--- src/rtl/usfr_pkg.sv ---
package usfr_pkg;

    // operation codes of an input transaction
    localparam logic [1:0] OP_BYTE   = 2'd0;
    localparam logic [1:0] OP_ARM    = 2'd1;
    localparam logic [1:0] OP_CANCEL = 2'd2;
    localparam logic [1:0] OP_UNUSED = 2'd3;

    // event codes of a result transaction
    localparam logic [2:0] EV_NONE    = 3'd0;
    localparam logic [2:0] EV_RESP    = 3'd1;
    localparam logic [2:0] EV_SRC     = 3'd2;
    localparam logic [2:0] EV_IGNORED = 3'd3;
    localparam logic [2:0] EV_CSUM    = 3'd4;
    localparam logic [2:0] EV_UNKNOWN = 3'd5;

    // frame marker bytes
    localparam logic [7:0] RESP_START   = 8'hC2;
    localparam logic [7:0] NOTIF_START  = 8'h6E;
    localparam logic [7:0] NOTIF_TYPE   = 8'hDC;
    localparam logic [7:0] NOTIF_OPCODE = 8'h82;

    // response header size and notification length
    localparam int RESP_HDR_MIN = 8;
    localparam int NOTIF_BYTES  = 10;

    // parameter defaults
    localparam int RESP_CAPACITY_DEF = 32;
    localparam int NUM_SOURCES_DEF   = 4;

    typedef struct packed {
        logic [1:0] op;
        logic [7:0] rx_byte;
    } item_t;

    typedef struct packed {
        logic [2:0] event_res;
        logic [1:0] input_source;
        logic [7:0] resp_status;
        logic [7:0] resp_command;
        logic [7:0] resp_data_len;
        logic [7:0] resp_first_data;
    } result_t;

endpackage

--- src/rtl/uart_scaler_frame_receiver.sv ---
// UART frame receiver for a display scaler link.
// Input channel (item_valid/item_ready/item): one transaction per received
// byte (op = byte) or per control event (op = arm capture, op = cancel).
// Output channel (res_valid/res_ready/res): exactly one result transaction
// per input transaction, in order, carrying the event code, the current
// video source and the kept response header bytes.
// Each result passes the input register, then the frame logic, then the
// result register before it is valid on res. Throughput is one transaction
// per cycle while the output side takes results.
// The frame logic is a single pass of compares and an 8-bit xor between the
// input register and the result register; its state sits beside it.
// Reset clears capture, both byte counters, the kept bytes and sets the
// source to 0. Nothing is pending after reset.
// When res_ready is low, the finished result waits in the result register
// and the input register takes a transaction only while it is empty;
// item_ready stays low while it is full, until the result is taken.
module uart_scaler_frame_receiver #(
    parameter int RESP_CAPACITY = usfr_pkg::RESP_CAPACITY_DEF,
    parameter int NUM_SOURCES   = usfr_pkg::NUM_SOURCES_DEF
) (
    input  logic              clk,
    input  logic              rst_n,
    input  logic              item_valid,
    output logic              item_ready,
    input  usfr_pkg::item_t   item,
    output logic              res_valid,
    input  logic              res_ready,
    output usfr_pkg::result_t res
);
    import usfr_pkg::*;

    localparam int CNT_W = $clog2(RESP_CAPACITY + 1);
    localparam int SUM_W = ((CNT_W > 8) ? CNT_W : 8) + 1;
    localparam int SRC_W = 9;

    localparam logic [CNT_W-1:0] RESP_CAP_C = CNT_W'(RESP_CAPACITY);
    localparam logic [CNT_W-1:0] IDX_STATUS = CNT_W'(2);
    localparam logic [CNT_W-1:0] IDX_CMD    = CNT_W'(3);
    localparam logic [CNT_W-1:0] IDX_LEN    = CNT_W'(6);
    localparam logic [CNT_W-1:0] IDX_DATA0  = CNT_W'(7);
    localparam logic [SUM_W-1:0] HDR_MIN_C  = SUM_W'(RESP_HDR_MIN);
    localparam logic [SRC_W-1:0] NUM_SRC_C  = SRC_W'(NUM_SOURCES);
    localparam logic [3:0]       NOTIF_LAST = 4'(NOTIF_BYTES - 1);

    // input stage
    logic  in_valid_reg;
    item_t in_data_reg;

    // result stage
    logic    out_valid_reg;
    result_t out_data_reg;
    result_t out_data_next;

    // frame state
    logic             capture_open_reg,   capture_open_next;
    logic [CNT_W-1:0] resp_count_reg,     resp_count_next;
    logic [7:0]       resp_status_reg,    resp_status_next;
    logic [7:0]       resp_command_reg,   resp_command_next;
    logic [7:0]       resp_length_reg,    resp_length_next;
    logic [7:0]       resp_data_zero_reg, resp_data_zero_next;
    logic [3:0]       notif_count_reg,    notif_count_next;
    logic [7:0]       notif_xor_reg,      notif_xor_next;
    logic [7:0]       notif_type_reg,     notif_type_next;
    logic [7:0]       notif_opcode_reg,   notif_opcode_next;
    logic [7:0]       notif_source_reg,   notif_source_next;
    logic [1:0]       current_source_reg, current_source_next;

    logic             advance;
    logic [2:0]       ev;
    logic [CNT_W-1:0] cnt_inc;
    logic [SUM_W-1:0] cnt_ext;
    logic [SUM_W-1:0] len_need;
    logic [7:0]       b;

    // handshake: stage moves when the result register is free or drained
    assign advance    = in_valid_reg && (!out_valid_reg || res_ready);
    assign item_ready = !in_valid_reg || advance;
    assign res_valid  = out_valid_reg;
    assign res        = out_data_reg;
    assign b          = in_data_reg.rx_byte;

    // frame logic for the transaction in the input register
    always_comb
    begin
        capture_open_next   = capture_open_reg;
        resp_count_next     = resp_count_reg;
        resp_status_next    = resp_status_reg;
        resp_command_next   = resp_command_reg;
        resp_length_next    = resp_length_reg;
        resp_data_zero_next = resp_data_zero_reg;
        notif_count_next    = notif_count_reg;
        notif_xor_next      = notif_xor_reg;
        notif_type_next     = notif_type_reg;
        notif_opcode_next   = notif_opcode_reg;
        notif_source_next   = notif_source_reg;
        current_source_next = current_source_reg;
        ev                  = EV_NONE;
        cnt_inc             = resp_count_reg;
        cnt_ext             = '0;
        len_need            = '0;

        unique case (in_data_reg.op)
            OP_BYTE:
            begin
                if (capture_open_reg)
                begin
                    // response capture: hunt for start, then count
                    if (resp_count_reg != '0 || b == RESP_START)
                    begin
                        if (resp_count_reg < RESP_CAP_C)
                        begin
                            if (resp_count_reg == IDX_STATUS)
                            begin
                                resp_status_next = b;
                            end
                            if (resp_count_reg == IDX_CMD)
                            begin
                                resp_command_next = b;
                            end
                            if (resp_count_reg == IDX_LEN)
                            begin
                                resp_length_next = b;
                            end
                            if (resp_count_reg == IDX_DATA0)
                            begin
                                resp_data_zero_next = b;
                            end
                            cnt_inc = resp_count_reg + CNT_W'(1);
                        end
                        resp_count_next = cnt_inc;
                        cnt_ext  = SUM_W'(cnt_inc);
                        len_need = HDR_MIN_C + SUM_W'(resp_length_next);
                        if (cnt_ext >= HDR_MIN_C && cnt_ext >= len_need)
                        begin
                            capture_open_next = 1'b0;
                            ev = EV_RESP;
                        end
                    end
                end
                else
                begin
                    // notification assembly
                    if (notif_count_reg == '0)
                    begin
                        if (b == NOTIF_START)
                        begin
                            notif_xor_next   = b;
                            notif_count_next = 4'd1;
                        end
                    end
                    else if (notif_count_reg < NOTIF_LAST)
                    begin
                        if (notif_count_reg == 4'd5)
                        begin
                            notif_type_next = b;
                        end
                        if (notif_count_reg == 4'd6)
                        begin
                            notif_opcode_next = b;
                        end
                        if (notif_count_reg == 4'd8)
                        begin
                            notif_source_next = b;
                        end
                        notif_xor_next   = notif_xor_reg ^ b;
                        notif_count_next = notif_count_reg + 4'd1;
                    end
                    else
                    begin
                        notif_count_next = '0;
                        if (notif_type_reg != NOTIF_TYPE || notif_opcode_reg != NOTIF_OPCODE)
                        begin
                            ev = EV_IGNORED;
                        end
                        else if (notif_xor_reg != b)
                        begin
                            ev = EV_CSUM;
                        end
                        else if (SRC_W'(notif_source_reg) >= NUM_SRC_C)
                        begin
                            ev = EV_UNKNOWN;
                        end
                        else
                        begin
                            current_source_next = notif_source_reg[1:0];
                            ev = EV_SRC;
                        end
                    end
                end
            end
            OP_ARM:
            begin
                capture_open_next = 1'b1;
                resp_count_next   = '0;
            end
            OP_CANCEL:
            begin
                capture_open_next = 1'b0;
            end
            default:
            begin
                ev = EV_NONE;
            end
        endcase

        out_data_next.event_res       = ev;
        out_data_next.input_source    = current_source_next;
        out_data_next.resp_status     = resp_status_next;
        out_data_next.resp_command    = resp_command_next;
        out_data_next.resp_data_len   = resp_length_next;
        out_data_next.resp_first_data = resp_data_zero_next;
    end

    // control and frame state
    always_ff @(posedge clk or negedge rst_n)
    begin
        if (!rst_n)
        begin
            in_valid_reg       <= 1'b0;
            out_valid_reg      <= 1'b0;
            capture_open_reg   <= 1'b0;
            resp_count_reg     <= '0;
            resp_status_reg    <= '0;
            resp_command_reg   <= '0;
            resp_length_reg    <= '0;
            resp_data_zero_reg <= '0;
            notif_count_reg    <= '0;
            notif_xor_reg      <= '0;
            notif_type_reg     <= '0;
            notif_opcode_reg   <= '0;
            notif_source_reg   <= '0;
            current_source_reg <= '0;
        end
        else
        begin
            if (item_ready)
            begin
                in_valid_reg <= item_valid;
            end
            if (advance)
            begin
                out_valid_reg      <= 1'b1;
                capture_open_reg   <= capture_open_next;
                resp_count_reg     <= resp_count_next;
                resp_status_reg    <= resp_status_next;
                resp_command_reg   <= resp_command_next;
                resp_length_reg    <= resp_length_next;
                resp_data_zero_reg <= resp_data_zero_next;
                notif_count_reg    <= notif_count_next;
                notif_xor_reg      <= notif_xor_next;
                notif_type_reg     <= notif_type_next;
                notif_opcode_reg   <= notif_opcode_next;
                notif_source_reg   <= notif_source_next;
                current_source_reg <= current_source_next;
            end
            else if (res_ready)
            begin
                out_valid_reg <= 1'b0;
            end
        end
    end

    // payload registers
    always_ff @(posedge clk)
    begin
        if (item_ready && item_valid)
        begin
            in_data_reg <= item;
        end
        if (advance)
        begin
            out_data_reg <= out_data_next;
        end
    end

endmodule
--- config.mk ---
export PLATFORM = sky130hd
export DESIGN_NAME = uart_scaler_frame_receiver
export DESIGN_NICKNAME = d
export VERILOG_FILES = /design/src/rtl/usfr_pkg.sv /design/src/rtl/uart_scaler_frame_receiver.sv
export SDC_FILE = /design/constraint.sdc
export NUM_CORES = 1
export LEC_CHECK = 0
export BUFFER_PORTS_ARGS = -buffer_cell sky130_fd_sc_hd__buf_2
export CAP_MARGIN = 0
export CORE_MARGIN = 1.5
export CORE_UTILIZATION = 35
export DETAILED_ROUTE_END_ITERATION = 16
export GPL_TIMING_DRIVEN = 0
export PLACE_DENSITY_LB_ADDON = 0.05
export RECOVER_POWER = 25
export SYNTH_ARGS = -nofsm -noshare
export SYNTH_HDL_FRONTEND = slang
export SYNTH_SLANG_ARGS = --single-unit
--- constraint.sdc ---
create_clock -name clk -period 8.7 [get_ports clk]
set_input_delay 1.74 -clock clk [delete_from_list [all_inputs] [get_ports clk]]
set_output_delay 1.74 -clock clk [all_outputs]
set_load 0.1 [all_outputs]
After elaboration in Yosys (flattened, before gate mapping):

Cells that the tools add are included.

* $add $sub $neg: 3
* multiply operators: 0
* divide/modulo/power cells: 0
* magnitude comparators: 5
* equality and inequality tests: 17
* shift operators: 0
* muxes and demuxes: 57
* bitwise operators: 3
* reduce and logical (&&, ||, !) cells: 23

Operator list (count)
* $mux W8: 26
* $mux W6: 6
* $mux W3: 6
* $reduce_and A6 Y1: 3
* $ne A8 B8 Y1 const B: 2
* $mux W2: 7
* $eq A6 B2 Y1 const B: 2
* $eq A6 B3 Y1 const B: 2
* $mux W4: 3
* $pmux W6 S2: 1
* $add A4 B8 Y9 const A: 1
* $ge A6 B9 Y1: 1
* $eq A4 B3 Y1 const B: 2
* $eq A8 B7 Y1 const B: 1
* $eq A8 B8 Y1 const B: 1
* $ge A8 B3 Y1 const B: 1
* $ne A8 B8 Y1: 1
* $reduce_and A4 Y1: 2
* $xor A8 B8 Y8: 1
* $mux W1: 7
* $add A6 B1 Y6 const B: 1
* $ge A6 B4 Y1 const B: 1
* $lt A6 B6 Y1 const B: 1
* $reduce_bool A2 Y1: 3
* other kinds (18): 26

* register bits after elaboration: 126
* latch bits: 0
* bits in writable memories: 0
* bits in read-only memories: 0
* bits of input ports: 14
* output and inout port bits: 39
* logic and storage cells: 130
* memories: 0

Depth between registers and ports, before layout:

* depth in word-level cells: 13
* gate-level depth with buffers: 12
* mapped depth without buffers: 12

Least setup slack after synthesis:

OpenSTA, ideal clock, no wires.

* kind: input-to-output
* start point: in res_ready
* end point: out item_ready
* arrival: 2.562 ns
* required time: 6.960 ns
* setup slack: 4.398 ns
* cell stages on the path: 1
* path through: nand3b_1

* cells in the longest elaborated chain, start to end: 3

Ends and longest elaborated chain
* start, declared: RTL line uart_scaler_frame_receiver.sv:27 `input logic res_ready,`
* $logic_or A1 B1 Y1: RTL line uart_scaler_frame_receiver.sv:76 `assign advance = in_valid_reg && (!out_valid_reg || res_ready);`
* $logic_and A1 B1 Y1: RTL line uart_scaler_frame_receiver.sv:76
* $logic_or A1 B1 Y1: RTL line uart_scaler_frame_receiver.sv:77 `assign item_ready = !in_valid_reg || advance;`
* end, declared: RTL line uart_scaler_frame_receiver.sv:24 `output logic item_ready,`

No other way between the ends.

==> out/summary.md <==
## Synth
• **Syn Inst Count** 442
• **Synth Net Count** 474
• **mux share of post-synthesis cell area** 0.208
• **Adder-Cell Fraction of Synth Area** 0.0379
• **largest family of logic cells by synthesized area** multiplexers
• **count of distinct cell types in the synthesized netlist** 48
• **part of the Yosys area used for sequential elements** 0.570
• **synthesized flop and latch total** 126
• **proportion of register bits with asynchronous set or reset after synthesis** 0.627
• **Syn Std Cell Area** 5940 sq um
• **post-synthesis xor/xnor area fraction** 0.0192
• **count of flip-flops with a built-in enable after synthesis** 47
• **Yosys warning count** 0
• **share of the synthesized area in compound gates (AO/OA/AOI/OAI)** 0.0409
• **Post-Synthesis Mean Instance Area** 13.4 sq um
• **synthesized-area fraction occupied by and/or/nand/nor cells** 0.0992
• **flip-flop cell with the highest count after synthesis** sky130_fd_sc_hd__dfrtp_1

## Detailed routing
• **WL/cell** 17.7 um
• **routed via count** 3689
• **Iteration-0 DRC Markers** 155
• **ANT nets after route** 0
• **first-pass detailed-route iteration total** 4
• **post-detailed-route DRC marker count** 0
• **WL final** 13.2 mm
• **per-cell via count in the routed design** 4.94

## Critical path
• **top fanout value on the critical path** 49
• **classification of the worst setup path** input pin to async pin
• **logic depth of the worst register-to-register path** 12
• **highest-delay cell along the critical path** sky130_fd_sc_hd__clkbuf_1
• **setup slack of the most critical reg-to-reg path** 5.21 ns
• **data required time at the worst endpoint** 8.61 ns
• **Critical Path, Cell by Cell** clkbuf_1, clkbuf_1
• **startpoint of the most critical register-to-register path** resp_count_reg[5]
• **startpoint kind of the worst setup timing path** input pin
• **Most Frequent Cell on Critical Path** sky130_fd_sc_hd__clkbuf_1
• **stage delay of the slowest cell on the critical path** 2.07 ns
• **data arrival time at the worst-slack endpoint** 5.05 ns
• **endpoint of the lowest-slack register-to-register path** res[34]
• **Top Family by Delay on Critical Path** buffers and inverters
• **kind of capture point of the worst setup path** async pin
• **Buffers & Inverters on Critical Path** 2

## Job
• **count of maximum capacitance violations** 2

## Clock network
• **number of CTS-inserted buffers** 17
• **htree depth** 4
• **number of hold buffers added after CTS** 0
• **number of instances resized during post-cts repair** 0
• **count of buffers added by post-CTS timing repair for setup** 0
• **clk slew on worst S/H paths** 0.06 ns
• **cell at the root of the clock tree** sky130_fd_sc_hd__clkbuf_16
• **Max Buffers Root-to-Sink** 2
• **CTS tree** yes
• **Clock Latency Late Sink** 0.42 ns
• **Clock Sinks** 126

## Global routing
• **global-route wire length before repair** 21.7 mm
• **grt ovf** 0
• **number of antenna violations at the first check in global routing** 0
• **vias in the first global route** 3855
• **global-route total usage across every layer** 0.162
• **pin count of the biggest net entering global routing** 50

## STA
• **# setup viols final** 0
• **number of max-slew violations in the final report** 82
• **Final min period** 5.14 ns
• **Max Freq** 195 MHz
• **PnR worst setup slack** 3.56 ns
• **Final TNS setup** 0 ns
• **worst slew pin tran** 2.80 ns
• **setup repair after global routing missed its margin** no
• **final setup skew** 0.00891 ns
• **part of the cycle the worst path needs** 0.591
• **hold violation count in the final report** 0
• **hold slack final** 0.499 ns
• **relative slew slack** -0.866

## Finish
• **antenna cell count** 0
• **number of nets in the layout** 546
• **area of combinational cells with multiple inputs** 2410 sq um
• **share of post-route cells with drive strength above 1** 0.366
• **fill count** 1567
• **signed area change from the synthesized netlist to the final layout** 19.3%
• **register area** 3390 sq um
• **flip-flop count of the largest register, all copies and words added** 37

## Power
• **pwr dens** 287 nW/um^2
• **Peak supply drop** 0.138 mV
• **static power due to leakage** 3.18 nW
• **total power consumption of the routed design** 2.04 mW

## Die
• **Die X-Extent** 133 um
• **die outline height** 133 um
• **I/O pin cnt** 53
• **number of standard-cell rows in the floorplan** 47
• **starting density of the core** 0.358
• **die footprint** 17800 sq um
• **Core Box Area** 16600 sq um

## Placed design
• **HPWL after detailed placement** 8.84 mm
• **number of buffers inserted by port buffering** 52
• **routability congestion estimate** 0.813
• **pre-CTS WS** 4.44 ns

## Worst hold path
• **Cells on Worst Hold Path** 1
• **worst hold-check path type** register to register
• **worst min-delay path startpoint** resp_data_zero_reg[7]
• **hold-critical path endpoint** resp_data_zero_reg[7]

## Status
• **status** finished with violations
• **violated checks** capacitance limit, slew limit

synth_stat cells, drive strengths merged (2+ instances only):
library cell	count	area, sq um
or4	4	33.8
o31ai	2	15.0
nor3	4	20.0
nor2	15	63.8
mux2i	9	90.1
nand4	6	37.5
nand3b	3	22.5
o21ai	12	60.1
o22ai	3	18.8
and2	4	25.0
buf	4	32.5
nand2	28	105
nor2b	5	31.3
ha	18	225
a21oi	8	43.8
xor2	2	17.5
dfrtp	79	1980
mux2	99	1140
and3	2	12.5
nor4	3	18.8
xnor2	11	96.3
nand3	9	45.0
edfxtp	47	1410
clkbuf	17	63.8
nand2b	12	75.1
inv	13	48.8
or3	2	12.5
nand4b	3	26.3
a41oi	2	17.5
nor4bb	2	20.0
a31oi	2	12.5
area by class of cell:
| type | count | share of cell area |
|---|---|---|
| Buffer | 21 | 0.0136 |
| Clock inverter | 15 | 0.0260 |
| Timing Repair Buffer | 53 | 0.0371 |
| Sequential cell | 126 | 0.478 |
| Clock buffer | 17 | 0.0600 |
| Tap cell | 220 | 0.0388 |
| Inverter | 13 | 0.00689 |
| Multi-Input combinational cell | 282 | 0.340 |
cells by family (layout without fill, tap and decap cells):
family          count (synthesis)  in the layout
simple gates                  106            106
fa+ha+maj                      18             18
mux                           108            108
flops                         126            126
compound gates                 37             37
buf+inv                        34            119
xor+xnor                       13             13
metrics by stage:
step / cell area (sq um) / util / std cells
finish: 7090 / 0.427 / 747
global route: 7090 / 0.427 / 747
CTS: 7110 / 0.429 / 747
detailed placement: 6500 / 0.392 / 715
global placement: 6470 / 0.390 / 714
floorplan: 5940 / - / 442
power breakdown:
group | switching [mW] | leakage, nW | internal (mW)
registers | 0.0702 | 1.53 | 0.721
clock network | 0.281 | 0.291 | 0.454
logic | 0.323 | 1.35 | 0.187
worst register-to-register path: cells and delay by family, from the launching register on:
| kind | cells | cell delay, ns |
|---|---|---|
| AND/OR/NAND/NOR | 2 | 0.70 |
| adder cells (fa/ha/maj) | 2 | 0.54 |
| flip-flops | 1 | 0.36 |
| AO/OA/AOI/OAI | 5 | 1.00 |
| buffers and inverters | 2 | 0.23 |
| multiplexers | 1 | 0.47 |
per-layer routing:
metal  up-vias  track usage  share of wire
met5         -            0              0
met4         0       0.0610          0.017
met3        16       0.0373          0.041
met2        71        0.254           0.47
met1      1837        0.219           0.47
li1       1765            -              -
cell usage in the layout (no fill, tap or decap), types with 11 or more instances in the layout:
master	instances
sky130_fd_sc_hd__clkbuf_1	19
sky130_fd_sc_hd__nand2b_1	12
sky130_fd_sc_hd__o21ai_0	12
sky130_fd_sc_hd__ha_1	18
sky130_fd_sc_hd__nand2_1	28
sky130_fd_sc_hd__buf_2	53
sky130_fd_sc_hd__dfrtp_1	79
sky130_fd_sc_hd__mux2_2	91
sky130_fd_sc_hd__clkbuf_16	17
sky130_fd_sc_hd__inv_1	12
sky130_fd_sc_hd__nor2_1	14
sky130_fd_sc_hd__xnor2_1	11
sky130_fd_sc_hd__edfxtp_1	47
worst max path at each step:
| stage | startpoint | to | slack (ns) | depth (start not counted) |
|---|---|---|---|---|
| 6_report | rst_n | resp_length_reg[4] | 3.56 | 2 |
| 5_1_grt | rst_n | resp_length_reg[4] | 2.60 | 2 |
| 4_1_cts | res_ready | item_ready | 4.57 | 3 |
| 3_5_place_dp | res_ready | resp_data_zero_reg[1] | 4.44 | 7 |
| 3_3_place_gp | res_ready | resp_data_zero_reg[2] | 3.88 | 7 |
| 2_1_floorplan | res_ready | item_ready | 4.40 | 1 |
Note: power is estimated with default switching activity, not from simulation.
